<file path="config.mk">
export PLATFORM = sky130hd
export DESIGN_NAME = serial_packet_framer
export DESIGN_NICKNAME = d
export VERILOG_FILES = /design/src/rtl/spf_pkg.sv /design/src/rtl/spf_ram.sv /design/src/rtl/serial_packet_framer.sv
export VERILOG_INCLUDE_DIRS = /design/src /design/src/rtl
export SDC_FILE = /design/constraint.sdc
export NUM_CORES = 1
export LEC_CHECK = 0
export BUFFER_PORTS_ARGS = -buffer_cell sky130_fd_sc_hd__buf_2
export CAP_MARGIN = 20
export CORE_MARGIN = 4
export CORE_UTILIZATION = 45
export DETAILED_ROUTE_END_ITERATION = 8
export HOLD_SLACK_MARGIN = 0.1
export PLACE_DENSITY_LB_ADDON = 0.15
export SYNTH_ARGS = -nofsm -noshare
export SYNTH_HDL_FRONTEND = slang
export SYNTH_SLANG_ARGS = --single-unit
</file>
<file path="constraint.sdc">
create_clock -name i_clk -period 5.22 [get_ports i_clk]
set_input_delay 0.783 -clock i_clk [delete_from_list [all_inputs] [get_ports i_clk]]
set_output_delay 0.783 -clock i_clk [all_outputs]
set_load 0.01 [all_outputs]
</file>
<file path="src/rtl/assert_macros.svh">
// ----------------------------------------------------------------------------
// assert_macros.svh
// Assertion macros shared by the RTL.
// ----------------------------------------------------------------------------
`ifndef ASSERT_MACROS_SVH
`define ASSERT_MACROS_SVH

// Same-cycle implication, sampled on the rising clock edge, off during reset.
`define ASSERT_IMPL(label, clk, rst_n, pre, post, msg) \
    label: assert property (@(posedge clk) disable iff (!rst_n) (pre) |-> (post)) \
        else $error(msg);

// Next-cycle implication, sampled on the rising clock edge, off during reset.
`define ASSERT_NEXT(label, clk, rst_n, pre, post, msg) \
    label: assert property (@(posedge clk) disable iff (!rst_n) (pre) |=> (post)) \
        else $error(msg);

`endif

</file>
<file path="src/rtl/spf_pkg.sv">
// ----------------------------------------------------------------------------
// spf_pkg
// Types and constants of the serial packet framer.
// ----------------------------------------------------------------------------
package spf_pkg;

    localparam int PACKET_BYTES = 64;
    localparam int ADDR_W       = (PACKET_BYTES > 1) ? $clog2(PACKET_BYTES) : 1;
    localparam int POS_W        = $clog2(PACKET_BYTES + 13);

    localparam logic [1:0] OP_LOAD  = 2'd0;
    localparam logic [1:0] OP_START = 2'd1;
    localparam logic [1:0] OP_TICK  = 2'd2;

    localparam logic [1:0] CFG_ESCAPE = 2'd0;
    localparam logic [1:0] CFG_HEADER = 2'd1;
    localparam logic [1:0] CFG_END    = 2'd2;

    localparam logic [7:0] BYTE_LF    = 8'h0a;
    localparam logic [7:0] BYTE_CR    = 8'h0d;
    localparam logic [7:0] BYTE_SPACE = 8'h20;

    localparam logic [POS_W-1:0] POS_CR   = POS_W'(PACKET_BYTES + 1);
    localparam logic [POS_W-1:0] POS_ESC1 = POS_W'(PACKET_BYTES + 2);
    localparam logic [POS_W-1:0] POS_HDR  = POS_W'(PACKET_BYTES + 3);
    localparam logic [POS_W-1:0] POS_DST  = POS_W'(PACKET_BYTES + 4);
    localparam logic [POS_W-1:0] POS_SP1  = POS_W'(PACKET_BYTES + 5);
    localparam logic [POS_W-1:0] POS_PORT = POS_W'(PACKET_BYTES + 6);
    localparam logic [POS_W-1:0] POS_END  = POS_W'(PACKET_BYTES + 10);
    localparam logic [POS_W-1:0] POS_SP2  = POS_W'(PACKET_BYTES + 11);
    localparam logic [POS_W-1:0] POS_FIN  = POS_W'(PACKET_BYTES + 12);

    typedef enum logic {
        ST_IDLE,
        ST_EXEC
    } t_state;

    typedef struct packed {
        logic [1:0] op;
        logic [5:0] index;
        logic [7:0] value;
        logic [7:0] destination;
        logic [7:0] port;
        logic [6:0] length;
    } t_in_beat;

    typedef struct packed {
        logic [7:0] tx_byte;
        logic       tx_valid;
        logic       packet_done;
        logic       receiver_enable;
    } t_out_beat;

endpackage

</file>
<file path="src/rtl/spf_ram.sv">
// ----------------------------------------------------------------------------
// spf_ram
// Generic simple dual-port RAM, one write port, one registered read port.
// ----------------------------------------------------------------------------
module spf_ram #(
    parameter int WIDTH = 8,
    parameter int DEPTH = 64
) (
    input  logic                                         i_clk,
    input  logic                                         i_we,
    input  logic [((DEPTH > 1) ? $clog2(DEPTH) : 1)-1:0] i_waddr,
    input  logic [WIDTH-1:0]                             i_wdata,
    input  logic [((DEPTH > 1) ? $clog2(DEPTH) : 1)-1:0] i_raddr,
    output logic [WIDTH-1:0]                             o_rdata
);

    logic [WIDTH-1:0] r_mem [DEPTH];
    logic [WIDTH-1:0] r_rdata;

    always_ff @(posedge i_clk) begin
        if (i_we) begin
            r_mem[i_waddr] <= i_wdata;
        end
        r_rdata <= r_mem[i_raddr];
    end

    assign o_rdata = r_rdata;

endmodule

</file>
<file path="src/rtl/serial_packet_framer.sv">
// ----------------------------------------------------------------------------
// serial_packet_framer
// Frames one buffered packet for a byte-wide serial transmitter.
// ----------------------------------------------------------------------------
//  channel  dir  handshake                 payload
//  in       in   i_in_valid / o_in_ready   i_in_data  (t_in_beat)
//  out      out  o_out_valid / i_out_ready o_out_data (t_out_beat)
//  cfg      in   i_cfg_we                  i_cfg_index, i_cfg_data
//
//  Every beat is accepted, with a buffer read, in ST_IDLE, then executed in ST_EXEC.
//  The buffer RAM read is registered; execute uses the read data.
//  One result beat per input beat; a new beat is taken in ST_IDLE once
//  the result register is empty or drains in the same cycle.
//  Synchronous active-low reset; the buffer itself is not cleared.
// ----------------------------------------------------------------------------
`include "assert_macros.svh"

module serial_packet_framer (
    input  logic               i_clk,
    input  logic               i_rst_n,
    input  logic               i_in_valid,
    output logic               o_in_ready,
    input  spf_pkg::t_in_beat  i_in_data,
    output logic               o_out_valid,
    input  logic               i_out_ready,
    output spf_pkg::t_out_beat o_out_data,
    input  logic               i_cfg_we,
    input  logic [1:0]         i_cfg_index,
    input  logic [7:0]         i_cfg_data
);

    import spf_pkg::*;

    t_state           r_state, n_state;
    t_in_beat         r_item;
    t_out_beat        r_out, n_out;
    logic             r_out_valid, n_out_valid;
    logic [7:0]       r_escape, r_header, r_end;
    logic [POS_W-1:0] r_pos, n_pos;
    logic [POS_W-1:0] r_len, n_len;
    logic [7:0]       r_dst, n_dst;
    logic [7:0]       r_port, n_port;
    logic             r_busy, n_busy;
    logic             r_done, n_done;
    logic             in_accept;
    logic             ram_we;
    logic [7:0]       ram_rdata;

    assign o_in_ready  = (r_state == ST_IDLE) && (!r_out_valid || i_out_ready);
    assign in_accept   = i_in_valid && o_in_ready;
    assign o_out_valid = r_out_valid;
    assign o_out_data  = r_out;

    assign ram_we = in_accept && (i_in_data.op == OP_LOAD)
                    && (32'(i_in_data.index) < PACKET_BYTES);

    spf_ram #(
        .WIDTH (8),
        .DEPTH (PACKET_BYTES)
    ) u_store (
        .i_clk   (i_clk),
        .i_we    (ram_we),
        .i_waddr (ADDR_W'(i_in_data.index)),
        .i_wdata (i_in_data.value),
        .i_raddr (r_pos[ADDR_W-1:0]),
        .o_rdata (ram_rdata)
    );

    always_ff @(posedge i_clk) begin
        if (!i_rst_n) begin
            r_escape <= '0;
            r_header <= '0;
            r_end    <= '0;
        end else if (i_cfg_we) begin
            case (i_cfg_index)
                CFG_ESCAPE: r_escape <= i_cfg_data;
                CFG_HEADER: r_header <= i_cfg_data;
                CFG_END:    r_end    <= i_cfg_data;
                default: ;
            endcase
        end
    end

    always_ff @(posedge i_clk) begin
        if (!i_rst_n) begin
            r_state     <= ST_IDLE;
            r_out_valid <= 1'b0;
            r_pos       <= POS_FIN;
            r_len       <= '0;
            r_dst       <= '0;
            r_port      <= '0;
            r_busy      <= 1'b0;
            r_done      <= 1'b0;
        end else begin
            r_state     <= n_state;
            r_out_valid <= n_out_valid;
            r_pos       <= n_pos;
            r_len       <= n_len;
            r_dst       <= n_dst;
            r_port      <= n_port;
            r_busy      <= n_busy;
            r_done      <= n_done;
        end
    end

    always_ff @(posedge i_clk) begin
        if (in_accept) begin
            r_item <= i_in_data;
        end
        if (r_state == ST_EXEC) begin
            r_out <= n_out;
        end
    end

    always_comb begin
        n_state     = r_state;
        n_out_valid = r_out_valid;
        n_pos       = r_pos;
        n_len       = r_len;
        n_dst       = r_dst;
        n_port      = r_port;
        n_busy      = r_busy;
        n_done      = r_done;
        n_out       = '0;

        if (r_out_valid && i_out_ready) begin
            n_out_valid = 1'b0;
        end

        case (r_state)
            ST_IDLE: begin
                if (in_accept) begin
                    n_state = ST_EXEC;
                end
            end
            ST_EXEC: begin
                n_state     = ST_IDLE;
                n_out_valid = 1'b1;
                case (r_item.op)
                    OP_START: begin
                        n_dst  = r_item.destination;
                        n_port = r_item.port;
                        if (32'(r_item.length) > PACKET_BYTES) begin
                            n_len = POS_W'(PACKET_BYTES);
                        end else begin
                            n_len = POS_W'(r_item.length);
                        end
                        n_done         = 1'b0;
                        n_busy         = 1'b1;
                        n_pos          = POS_CR;
                        n_out.tx_byte  = BYTE_LF;
                        n_out.tx_valid = 1'b1;
                    end
                    OP_TICK: begin
                        if (r_busy) begin
                            n_out.tx_valid = 1'b1;
                            case (r_pos)
                                POS_CR: begin
                                    n_out.tx_byte = BYTE_CR;
                                    n_pos         = POS_ESC1;
                                end
                                POS_ESC1: begin
                                    n_out.tx_byte = r_escape;
                                    n_pos         = POS_HDR;
                                end
                                POS_HDR: begin
                                    n_out.tx_byte = r_header;
                                    n_pos         = POS_DST;
                                end
                                POS_DST: begin
                                    n_out.tx_byte = r_dst;
                                    n_pos         = POS_SP1;
                                end
                                POS_SP1: begin
                                    n_out.tx_byte = BYTE_SPACE;
                                    n_pos         = POS_PORT;
                                end
                                POS_PORT: begin
                                    n_out.tx_byte = r_port;
                                    n_pos         = '0;
                                end
                                POS_END: begin
                                    n_out.tx_byte = r_end;
                                    n_pos         = POS_SP2;
                                end
                                POS_SP2: begin
                                    n_out.tx_byte = BYTE_SPACE;
                                    n_pos         = POS_FIN;
                                end
                                POS_FIN: begin
                                    n_out.tx_valid        = 1'b0;
                                    n_out.receiver_enable = 1'b1;
                                    n_done                = 1'b1;
                                    n_busy                = 1'b0;
                                end
                                default: begin
                                    if ((r_pos < r_len) && (32'(r_pos) < PACKET_BYTES)) begin
                                        n_out.tx_byte = ram_rdata;
                                        n_pos         = r_pos + POS_W'(1);
                                    end else begin
                                        n_out.tx_byte = r_escape;
                                        n_pos         = POS_END;
                                    end
                                end
                            endcase
                        end
                    end
                    default: ;
                endcase
                n_out.packet_done = n_done;
            end
            default: n_state = ST_IDLE;
        endcase
    end

    `ASSERT_NEXT(a_accept_exec, i_clk, i_rst_n, in_accept, r_state == ST_EXEC,
        "accepted beat did not enter execute")
    `ASSERT_NEXT(a_exec_result, i_clk, i_rst_n, r_state == ST_EXEC, r_out_valid,
        "execute cycle produced no result beat")
    `ASSERT_IMPL(a_finish_flags, i_clk, i_rst_n, r_out_valid && r_out.receiver_enable,
        r_out.packet_done && !r_out.tx_valid && !r_busy,
        "frame finish beat inconsistent with done and busy")

endmodule
</file>
# ---- Yosys cells after proc, flatten, opt, wreduce, memory -nomap -nowiden
# Memory sizes are Yosys's and may differ from the RTL's. A register that Yosys moved wholly into a read port is not among the register bits.
# Cells that the tools add are included.
dict set report totals {
  ff_bits 94
  ram_bits 512
  inputBits 54
  out_inout_bits 13
  elab_cells 81
  n_memories 1
}
# memory words word_bits rd rd_ports_with_merged_regs wr line_no
set memory_table {}
lappend memory_table {u_store.r_mem 64 8 1 1 1 spf_ram.sv:17} ;# logic [WIDTH-1:0] r_mem [DEPTH];
dict set report classes {
  addsub 1
  magnitude_cmp 3
  eq_ne 15
  n_mux 22
  n_bitwise 1
  n_reduce_logical 19
}
# op count
set op_table {}
lappend op_table {{case mux 8 bit (8 select lines)} 1}
lappend op_table {{equality test 7 bit (second input constant)} 9}
lappend op_table {{case mux 7 bit (9 select lines)} 1}
lappend op_table {{2-to-1 mux 7 bit} 3}
lappend op_table {{case mux 9 bit (2 select lines)} 1}
lappend op_table {{case mux 7 bit (2 select lines)} 1}
lappend op_table {{AND reduction 2 bit} 6}
lappend op_table {{2-to-1 mux 1 bit} 10}
lappend op_table {{2-to-1 mux 9 bit} 1}
lappend op_table {{2-to-1 mux 8 bit} 1}
lappend op_table {{adder 7 x 1 -> 7 bit (second input constant)} 1}
lappend op_table {{> comparator 7 bit (second input constant)} 1}
lappend op_table {{less-than comparator 7 bit} 1}
lappend op_table {{less-than comparator 7 bit (second input constant)} 1}
lappend op_table {{case mux 1 bit (2 select lines)} 3}
lappend op_table {{logical AND 1 bit} 5}
lappend op_table {{equality test 2 x 1 -> 1 bit (second input constant)} 2}
lappend op_table {{equality test 2 bit (second input constant)} 2}
lappend op_table {{logical NOT 2 bit} 2}
lappend op_table {{inequality test 2 bit (second input constant)} 2}
lappend op_table {{AND reduction 4 bit} 1}
lappend op_table {{nonzero test 2 bit} 2}
lappend op_table {{OR reduction 2 bit} 1}
lappend op_table {{logical NOT 1 bit} 1}
lappend op_table {{2 further kinds} 2}

# ---- Depth between registers and ports, before layout
# Gate-level depths: netlist of the first run.
dict set report depth {
  ltp_word 7
  depth_mapped 13
  ltp_nobuf 8
}

# ---- Cells and area by module
# Synthesis of the first run repeated with hierarchy kept, for this count alone.
dict set report unflattened {
  hier_cells 1371
  hier_area_um2 24496.0
}
# module instances cells_per_inst area_per_inst_um2 seq_area_each_um2
set by_module_without_submodules {}
lappend by_module_without_submodules {spf_ram 1 940 20166.8 15534.9}
lappend by_module_without_submodules {serial_packet_framer 1 431 4329.2 2242.2}

# ---- Worst setup path before layout of the first run
# No wires, ideal clock.
dict set report synth_path {
  kind {input -> register}
  startpoint {in i_out_ready}
  endpoint {mem u_store.r_mem[62][0] (enable)}
  setup_time_ns 0.370
  arrival_time_ns 2.369
  path_slack_ns 2.480
  cell_stages 6
  path_cell_list {inv_1 > a21oi_1 > nand2_1 > nor4_1 > nand3_1 > nor2_1}
}
dict set report synth_via {
  elab_chain_len 6
}
# item line_no
set synth_lines {}
lappend synth_lines {{start, declared} serial_packet_framer.sv:25} ;# input logic i_out_ready,
lappend synth_lines {{logical OR 1 bit} serial_packet_framer.sv:49} ;# assign o_in_ready = (r_state == ST_IDLE) && (!r_out_valid || i_out_ready);
lappend synth_lines {{logical AND 1 bit} serial_packet_framer.sv:49}
lappend synth_lines {{via o_in_ready} serial_packet_framer.sv:22} ;# output logic o_in_ready,
lappend synth_lines {{logical AND 1 bit} serial_packet_framer.sv:50} ;# assign in_accept = i_in_valid && o_in_ready;
lappend synth_lines {{logical AND 1 bit} serial_packet_framer.sv:54} ;# assign ram_we = in_accept && (i_in_data.op == OP_LOAD)
lappend synth_lines {{2-to-1 mux 1 bit} spf_ram.sv:21} ;# if (i_we) begin
lappend synth_lines {{2-to-1 mux 1 bit (implied by the code)} spf_ram.sv:22} ;# r_mem[i_waddr] <= i_wdata;
lappend synth_lines {{end, declared} spf_ram.sv:17}
# The timed path passes the listed nets, and every way through them passes these cells.

# ---- Worst setup path in the final report of the first run
dict set report layout_path {
  startpoint {reg r_state}
  endpoint {mem u_store.r_mem[38][1] (enable)}
}
dict set report layout_via {
  elab_chain_len 6
}
# item line_no
set layout_lines {}
lappend layout_lines {{start, declared} serial_packet_framer.sv:34} ;# t_state r_state, n_state;
lappend layout_lines {{start signal, assigned} serial_packet_framer.sv:95} ;# r_state <= n_state;
lappend layout_lines {{inverter 1 bit} --}
lappend layout_lines {{logical AND 1 bit} serial_packet_framer.sv:49}
lappend layout_lines {{logical AND 1 bit} serial_packet_framer.sv:50}
lappend layout_lines {{logical AND 1 bit} serial_packet_framer.sv:54}
lappend layout_lines {{2-to-1 mux 1 bit} spf_ram.sv:21}
lappend layout_lines {{2-to-1 mux 1 bit (implied by the code)} spf_ram.sv:22}
# Every way passes these cells.

==> results of run 1 <==
## area by class of cell
type,count,share of cell area [%]
Clock inverter,38,1.66
Inverter,15,0.206
Tap cell,688,3.15
Sequential cell,614,65.1
Multi-Input combinational cell,630,22.2
Clock buffer,76,5.88
Timing Repair Buffer,81,1.74
## per-layer routing
layer	up-vias	track usage [%]
met5	-	0
met2	508	33.1
met3	97	4.18
li1	5502	-
met4	2	6.91
met1	6701	30.0
## synthesized netlist by cell type, types with 3 or more instances
cell,instances,area share (%)
buf_4,7,0.22
nor3_1,15,0.31
o221ai_1,5,0.18
a22o_1,13,0.47
a221oi_2,8,0.49
a31oi_1,10,0.26
a22oi_1,25,0.77
buf_1,6,0.093
a2111oi_0,5,0.18
nor2_1,84,1.3
a41oi_1,3,0.11
buf_6,7,0.32
inv_1,14,0.22
nand2_1,85,1.3
a211oi_1,4,0.12
ha_1,12,0.62
nand3_1,12,0.25
a222oi_1,6,0.25
o21ai_0,15,0.31
a21oi_1,14,0.29
a221oi_1,7,0.25
mux2i_1,46,1.9
edfxtp_1,548,68
mux4_2,121,11
clkbuf_1,27,0.42
nor3b_1,3,0.093
nand3b_1,12,0.37
buf_2,28,0.58
and3_1,7,0.18
dfxtp_1,66,5.4
o21ai_1,5,0.10
mux2_2,7,0.32
a21boi_0,24,0.74
nor2b_1,36,0.93
and2_1,6,0.15
nand2b_1,6,0.15
## cell families (layout without fill, tap and decap cells)
kind of cell	Yosys count	after routing	synth area share [%]
AOI/OAI and AO/OA	163	163	5.25
xor gates and xnor gates	1	1	0.0360
adders and majority gates	12	12	0.617
buffers and inverters	93	210	2.06
DFF	614	614	73.0
muxes	174	174	13.4
and+or+nand+nor	280	280	5.58
## through the flow
step | setup WS [ns] | cell area, sq um
2_1_floorplan | 2.48 | 24300
3_3_place_gp | 1.44 | 25200
3_5_place_dp | 1.36 | 25200
4_1_cts | 1.49 | 27300
5_1_grt | 1.28 | 27300
6_report | 1.46 | 27300
## worst paths after layout
| path | end | slack, ns | depth (start not counted) |
|---|---|---|---|
| max | u_store.r_mem[38][1] | 1.46 | 5 |
| min | r_item[4] | 0.32 | 1 |
| max reg2reg | u_store.r_mem[38][1] | 1.46 | 5 |
| min reg2reg | r_len[2] | 0.46 | 2 |
## state kept, by name (all words and copies together), names as in the netlist, 8 cells and up
register	count
r_item	25
o_out_data	11
u_store.r_mem	512
r_dst	8
r_header	8
r_end	8
r_escape	8
r_port	8
u_store.o_rdata	8
## power by group through the flow
stage          logic [mW]  clock network, mW  registers [mW]
2_1_floorplan       0.164                  0            5.50
3_3_place_gp        0.329                  0            5.51
3_5_place_dp        0.333                  0            5.51
4_1_cts             0.332               4.54            5.41
5_1_grt             0.353               4.76            5.41
6_report            0.327               4.47            5.41
==> reports/results.ini, run 1 <==
[timing]
hold_viol=0
rsz0062_at_grt=no
worstMarginPinSlew_ns=1.06
finalCritPeriodShare_pct=72.0
relSlewSlack_pct=29.1
max_freq_ghz=0.266
setup_tns_ns=0
hold_ws_ns=0.315
clock_skew_ns=0.0290
period_needed_ns=3.76
setup_viol=0
slew_viol_final=0

[detailed_routing]
route.vias.total=12800
totalWireLength_um=60600
ant_nets=0
topRoutingLayerUsed=met5
viasPerCell=5.98
first_pass_iters=5
drc=0
dr_wl_met2_um=28700
drt-met1-wl_um=25800
dr.first_iter.drc_count=1186
drt-wirelength-per-cell_um=28.3
met3_length_um=4370

[worst_setup_path]
cp.arrival_ns=4.01
slowest_delay_ns=0.81
path_buf_inv=0
crit_start=r_state
r2r_start=r_state
end_kind=flop
slowest_stage=nand3_1
start_kind=flop
cp.required_ns=5.47
worstPathMaxFanout=19
cpLargestDelayFamily=simple AND/OR/NAND/NOR gates
crit_chain=a21oi_1 > nand2_1 > nor4_1 > nand3_1 > nor2_1
critPathKind=reg2reg

[logic_synthesis]
synth-main-ff-cell=edfxtp_1
ys_ff_latch=614
syn_area_sq_um=24300
netlist_instances=1337
synth_warnings=0
synth_edf_count=548
avgSynthCellArea_sq_um=18.2
syn_nets=1403
synthArstFlopShare_pct=0
synth_seq_area_share_pct=73.0
synthDistinctLibCells=64

[clock_tree]
clk_pin_slew_worst_paths_ns=0.06
cts_resized=0
holdBufCountCts=0
clk_path_buf_depth=3
cts-root-buf=clkbuf_16
clock-sinks=614
htreeDepth=2
cts_tree=done
clk_latency_ns=0.64
numCtsBuffers=61
cts_setup_buffers=0

[placed_design]
dp_hpwl_um=36800
port_buffers=66
place.gp.congestion=0.799
place_inst=2028

[global_routing]
grt.total_usage_pct=21.0
grt_pass1_wl_um=88100
grt_max_degree=65
grt_pass1_vias=12900
antenna_found_initial=2
overflow=0

[run_status]
status=finished, final reports clean

[die]
io_pins=67
initial_core_util_pct=45.9
die_w_um=241
core_area_sq_um=53100
die_y_um=241
num_rows=84
die_area_sq_um=57900

[run]
max_cap_violations=0

[worst_hold_path]
worstHoldPathType=in2reg
hp-start=i_in_data[4]

[cells_and_area]
layout_common_cells=edfxtp_1 (548), mux4_2 (121), nand2_1 (85)
mostFrequentLayoutCell=edfxtp_1
drive_above_1_share_pct=22.1
fillers=4249
finalNonFillerCells=2142
seq_area_sq_um=17800
n_antenna_cell=0
utilization_pct=51.4
syn_to_final_growth_pct=12.2
nets=1469
multiInputGateArea_sq_um=6070

[power]
swShare_pct=20.8
combPwrFrac_pct=3.2
clkPwrFrac_pct=43.8
vdd_ir_drop_max_mv=0.272
seqPwrFrac_pct=53.0
power.internal_mw=8.07
total_power_mw=10.2
power_density_nw_per_um2=374
p_leak_nw=8.50
p_switching_mw=2.13

No activity file was read; power rests on OpenSTA's default activity.
==> inputs of run 2 (changes only) <==
- clock period: 5.22 -> 3.8 ns (I/O delays scaled with it)
==> run 2 against run 1 <==
Net effect:
- via count rose by 0.55%
- sequential power rose by 37%
- cell area rose by 2.8%
- first-iteration DRC count rose by 1.3%
- maximum frequency rose by 32%
- worst hold slack got worse by 0.17 ns
- wire length fell by 3.6%
- power rose by 41%
- clock-buffer cell count rose by 20
- clock skew fell by 0.012 ns
- utilization rose by 1.4 points
- register-to-register slack got worse by 0.50 ns
==> reports/results.ini, run 2 (synthesis results as in run 1) <==
[run_status]
status=finished, final reports clean

[timing]
period_needed_ns=2.84  ; -0.916 ns
setup_viol=0  ; unchanged
relSlewSlack_pct=32.8  ; +3.7 points
clock_skew_ns=0.0172  ; -0.0118 ns
finalCritPeriodShare_pct=74.8  ; +2.8 points
hold_viol=0  ; unchanged
setup_ws_ns=0.957  ; -0.504 ns
max_freq_ghz=0.352  ; +32%
worstMarginPinSlew_ns=1.01  ; -0.0516 ns
setup_tns_ns=0  ; unchanged
slew_viol_final=0  ; unchanged
rsz0062_at_grt=no

[cells_and_area]
finalInstanceArea_sq_um=28100  ; +2.8%
drive_above_1_share_pct=26.3  ; +4.2 points
layout_common_cells=edfxtp_1 (548), mux4_2 (121), buf_4 (90)
mostFrequentLayoutCell=edfxtp_1
fillers=4223  ; -0.61%
top_register=u_store.r_mem
utilization_pct=52.9  ; +1.4 points
nets=1553  ; +5.7%
syn_to_final_growth_pct=15.3
largest_reg_flops=512  ; unchanged

[power]
power_density_nw_per_um2=512  ; +37%
vdd_ir_drop_max_mv=0.665  ; +140%
p_leak_nw=9.00  ; +6.0%

[placed_design]
dp_hpwl_um=37600  ; +2.3%
post-place-ws_ns=0.671  ; -0.685 ns
port_buffers=66  ; unchanged
place.gp.congestion=0.811  ; +1.5%
placed_cell_area_sq_um=25800  ; +2.3%

[detailed_routing]
drc=0  ; unchanged
first_pass_iters=5  ; unchanged
route.vias.total=12900  ; +0.55%
totalWireLength_um=58400  ; -3.6%
dr.first_iter.drc_count=1202  ; +1.3%
viasPerCell=5.77  ; -3.5%
drt-wirelength-per-cell_um=26.2  ; -7.5%
ant_nets=0  ; unchanged

[run]
max_cap_violations=0  ; unchanged

[worst_hold_path]
worstHoldPathType=in2reg
hold_depth=1  ; unchanged
hp-start=i_in_data[5]

[die]
core_area_sq_um=53100  ; unchanged
io_pins=67  ; unchanged
num_rows=84  ; unchanged
die_w_um=241  ; unchanged
die_y_um=241  ; unchanged
initial_core_util_pct=45.9  ; unchanged
die_area_sq_um=57900  ; unchanged

[worst_setup_path]
slowest_delay_ns=0.58  ; -0.23 ns
r2r_start=r_pos[0]
crit_chain=inv_1 > ha_1 > and4b_1 > nor3b_2 > buf_4 > nor4_4 > a2111oi_0 > o31ai_1
cp.required_ns=4.20  ; -1.27 ns
end_kind=flop
worstPathMaxFanout=14  ; -5
crit_start=r_pos[0]
critPathKind=reg2reg
rr_worst_depth=8  ; +3
start_kind=flop
reg2reg_slack_ns=0.96  ; -0.50 ns
cp.arrival_ns=3.24  ; -0.77 ns
slowest_stage=nor4_4

[clock_tree]
numCtsBuffers=67  ; +9.8%
clk_pin_slew_worst_paths_ns=0.06  ; about the same
cts_resized=0  ; unchanged
cts_setup_buffers=0  ; unchanged
clk_latency_ns=0.60  ; -0.04 ns
clk_path_buf_depth=3  ; unchanged
htreeDepth=3  ; +1
holdBufCountCts=0  ; unchanged
cts_tree=done
cts-root-buf=clkbuf_16
clock-sinks=614  ; unchanged

[global_routing]
grt.total_usage_pct=20.5  ; -0.58 points
grt_pass1_vias=13200  ; +2.5%
grt_max_degree=60  ; -7.7%
antenna_found_initial=2  ; unchanged
overflow=0  ; unchanged
grt_pass1_wl_um=86700  ; -1.6%

[run 2: routing by layer]
metal  up-vias  track usage (%)  share of wire, %
met5         -                0                 0
met4         0             5.61               2.5
met3        89             5.04               6.7
met2       407             32.2                48
met1      6704             29.0                43
li1       5680                -                 -
[run 2: report_power, final]
group / total (mW) / switching (mW) / internal (mW)
combinational: 0.455 / 0.302 / 0.153
clock: 6.49 / 2.58 / 3.91
sequential: 7.42 / 0.0286 / 7.40
total: 14.4 / 2.91 / 11.5
[run 2: area by class of cell]
class | instances | area [sq um] | share of cell area [%]
tap | 688 | 861 | 3.07
sequential | 614 | 17800 | 63.4
clock buffer | 96 | 1900 | 6.77
clock inverter | 27 | 322 | 1.15
inverter | 15 | 56.3 | 0.201
antenna | 2 | 5.00 | 0.0178
timing repair buffer | 159 | 1070 | 3.80
multi-input combinational | 630 | 6070 | 21.6
[run 2: path summary, 6_finish.rpt]
check / endpoint
hold reg to reg: r_len[0]
hold / removal: r_item[5]
setup / recovery: o_out_data[6]
setup reg to reg: o_out_data[6]
[run 2: critical path: cells and delay by family (launching register included)]
| kind | cells | cell delay (ns) |
|---|---|---|
| AO/OA/AOI/OAI | 2 | 0.43 |
| buffers and inverters | 2 | 0.48 |
| AND/OR/NAND/NOR | 3 | 0.93 |
| adder cells (fa/ha/maj) | 1 | 0.28 |
| flip-flops | 1 | 0.53 |
[run 2: through the flow]
| stage | hold slack [ns] | instances | power, mW |
|---|---|---|---|
| after floorplan | 0.436 | 1337 | 7.78 |
| after global placement | 0.456 | 2106 | 8.02 |
| after detailed placement | 0.461 | 2106 | 8.03 |
| after CTS | 0.116 | 2229 | 14.5 |
| after global routing | 0.115 | 2229 | 14.9 |
| final | 0.149 | 2231 | 14.4 |
==> inputs of run 3 (changes only) <==
- ABC_AREA: default -> 1
- clock period: 3.8 -> 2.8 ns (I/O delays scaled with it)
==> run 3 against run 2 <==
Net effect:
- non-clock buffer count up 55
- highest routed layer unchanged
- flip-flop and latch count unchanged
- wire length up 19%
- sequential power up 36%
- worst hold slack better by 0.062 ns
- worst setup slack worse by 0.62 ns
- synthesized cell count up 82%
- clock-buffer cell count down 7
- cell count up 53%
- global-route usage up 2.4 points
- clock skew down 0.0031 ns
- critical path type unchanged
- sequential share of layout area down 4.1 points
==> reports/results.ini, run 3 <==
[logic_synthesis]
synth.area.top_cells=edfxtp_1 (64%), nand2_1 (8.6%), nor2_1 (6.3%), dfxtp_1 (5.1%), o21ai_0 (4.2%)
synth_seq_area_share_pct=69.0  ; -4.1 points
syn_area_sq_um=25800  ; +5.9%
synthTopCellsByCount=nand2_1 (591), edfxtp_1 (548), nor2_1 (430), o21ai_0 (214), nand3_1 (156)
synth_top_area_share_pct=63.8  ; -3.8 points
synth_warnings=0  ; unchanged
synth_most_common_cell=nand2_1
synthDistinctLibCells=38  ; -41%
synth-main-ff-cell=edfxtp_1
ys_ff_latch=614  ; unchanged
avgSynthCellArea_sq_um=10.6  ; -42%
synth_edf_count=548  ; unchanged
synth_top_area_cell=edfxtp_1
syn_nets=2499  ; +78%
netlist_instances=2433  ; +82%
synthArstFlopShare_pct=0  ; unchanged

[placed_design]
place_inst=3252  ; +54%
place.gp.congestion=0.873  ; +7.7%
dp_hpwl_um=42800  ; +14%
port_buffers=66  ; unchanged
post-place-ws_ns=0.328  ; -0.343 ns
placed_cell_area_sq_um=27500  ; +6.4%

[power]
p_leak_nw=11.4  ; +27%
total_power_mw=19.9  ; +39%
power_density_nw_per_um2=664  ; +30%
vdd_ir_drop_max_mv=0.481  ; -28%

[clock_tree]
numCtsBuffers=67  ; unchanged
clk_path_buf_depth=3  ; unchanged
cts_resized=0  ; unchanged
clock-sinks=614  ; unchanged
cts_tree=done
clk_latency_ns=0.60  ; about the same
clk_pin_slew_worst_paths_ns=0.06  ; about the same
htreeDepth=3  ; unchanged
cts-root-buf=clkbuf_16

[die]
die_y_um=247  ; +2.8%
core_area_sq_um=56600  ; +6.6%
die_area_sq_um=61200  ; +5.7%
die_w_um=247  ; +2.8%
initial_core_util_pct=45.5  ; -0.31 points
io_pins=67  ; unchanged
num_rows=87  ; +3.6%

[global_routing]
busiest_layer=met2
grt_max_degree=112  ; +87%
grt.total_usage_pct=22.9  ; +2.4 points
grt_pass1_vias=17900  ; +36%
overflow=0  ; unchanged
grt_pass1_wl_um=107000  ; +24%
grt_use_met1_pct=32.7  ; +3.7 points
met2_usage_pct=36.0  ; +3.8 points
grt_use_met3_pct=4.03  ; -1.0 points
antenna_found_initial=0  ; -2

[timing]
finalCritPeriodShare_pct=87.9  ; +13 points
rsz0062_at_grt=no
setup_viol=0  ; unchanged
hold_viol=0  ; unchanged
max_freq_ghz=0.406  ; +16%
setup_tns_ns=0  ; unchanged
clock_skew_ns=0.0142  ; -0.00305 ns
worstMarginPinSlew_ns=0.772  ; -0.235 ns
hold_ws_ns=0.212  ; +0.0623 ns
setup_ws_ns=0.339  ; -0.617 ns
slew_viol_final=0  ; unchanged
period_needed_ns=2.46  ; -0.383 ns
relSlewSlack_pct=48.4  ; +16 points

[worst_setup_path]
path_common_cell=nand2_1
cp.arrival_ns=2.80  ; -0.44 ns
slowest_stage=dfxtp_1
path_buf_inv=1  ; -1
reg2reg_slack_ns=0.34  ; -0.62 ns
cpLargestDelayFamily=simple AND/OR/NAND/NOR gates
worstPathMaxFanout=15  ; +1
end_kind=flop
start_kind=flop
cp.required_ns=3.14  ; -1.06 ns
crit_chain=ha_1 > nand2_1 > nand2_1 > a21oi_1 > nand2_1 > inv_1 > nand2_1 > nand2_1 > o21ai_0 > nor2_1
critPathKind=reg2reg
slowest_delay_ns=0.66  ; +0.08 ns

[cells_and_area]
n_antenna_cell=0  ; -2
top_register=u_store.r_mem
utilization_pct=53.0  ; +0.16 points
drive_above_1_share_pct=11.9  ; -14 points
mostFrequentLayoutCell=nand2_1
layout_common_cells=nand2_1 (591), edfxtp_1 (548), nor2_1 (427)
nets=2665  ; +72%
syn_to_final_growth_pct=16.4
largest_reg_flops=512  ; unchanged
finalNonFillerCells=3404  ; +53%
fillers=5048  ; +20%
finalInstanceArea_sq_um=30000  ; +7.0%

[detailed_routing]
drt-wirelength-per-cell_um=20.4  ; -22%
drc=0  ; unchanged
ant_nets=0  ; unchanged
dr.first_iter.drc_count=1542  ; +28%
first_pass_iters=5  ; unchanged
route.vias.total=18000  ; +40%
totalWireLength_um=69600  ; +19%
viasPerCell=5.30  ; -8.3%

[run]
max_cap_violations=0  ; unchanged

[worst_hold_path]
worstHoldPathType=in2reg

[run_status]
status=finished, final reports clean

-- run 3: cell count changes after synthesis, moves of 121 or more --
cell and change:
nand2_1 +506, inv_1 +128, nor2_1 +346, mux4_2 -121, o21ai_0 +199, nand3_1 +144
-- run 3: path summary, 6_finish.rpt --
| kind | startpoint | endpoint | cells after the start |
|---|---|---|---|
| max | r_pos[3] | o_out_data[5] | 10 |
| min | i_rst_n | r_header[7] | 3 |
| max reg2reg | r_pos[3] | o_out_data[5] | 10 |
| min reg2reg | r_end[7] | r_end[7] | 2 |
-- run 3: metal layers --
layer / up-vias / routed length (um) / share of wire, %
li1: 8551 / - / -
met1: 8731 / 30800 / 44
met2: 617 / 32300 / 46
met3: 128 / 4530 / 6.5
met4: 0 / 1960 / 2.8
met5: - / 0 / 0
-- run 3: final cells by class --
cell class / instances / area, sq um / share of cell area (%)
inverter: 149 / 567 / 1.89
multi-input combinational: 1553 / 6800 / 22.7
timing repair buffer: 214 / 1730 / 5.75
sequential: 614 / 17800 / 59.3
clock inverter: 29 / 305 / 1.02
tap: 756 / 946 / 3.15
clock buffer: 89 / 1890 / 6.29
-- run 3: worst register-to-register path, cell delays in order, from the launching register on --
cell and delay [ns]:
dfxtp_1 0.66, ha_1 0.24, nand2_1 0.06, nand2_1 0.07, a21oi_1 0.09, nand2_1 0.43, inv_1 0.26, nand2_1 0.11
nand2_1 0.04, o21ai_0 0.18, nor2_1 0.07
-- run 3: logic make-up (layout without fill, tap and decap cells) --
group           after synthesis  count (layout)  share of synthesized area (%)
simple gates               1228            1228                           19.5
flops                       614             614                           69.0
compound gates              312             312                           6.19
buf+inv                     266             481                           4.70
fa+ha+maj                    12              12                          0.582
xor+xnor                      1               1                         0.0340
-- run 3: report_power, final --
part / internal, mW / switching, mW
logic: 0.274 / 0.682
registers: 10.1 / 0.0480
clock network: 5.36 / 3.51
-- run 3: timing repair --
item,CTS,global route
hold buffers,34,0
buffers inserted,0,0
endpoints found under the hold margin,42,0
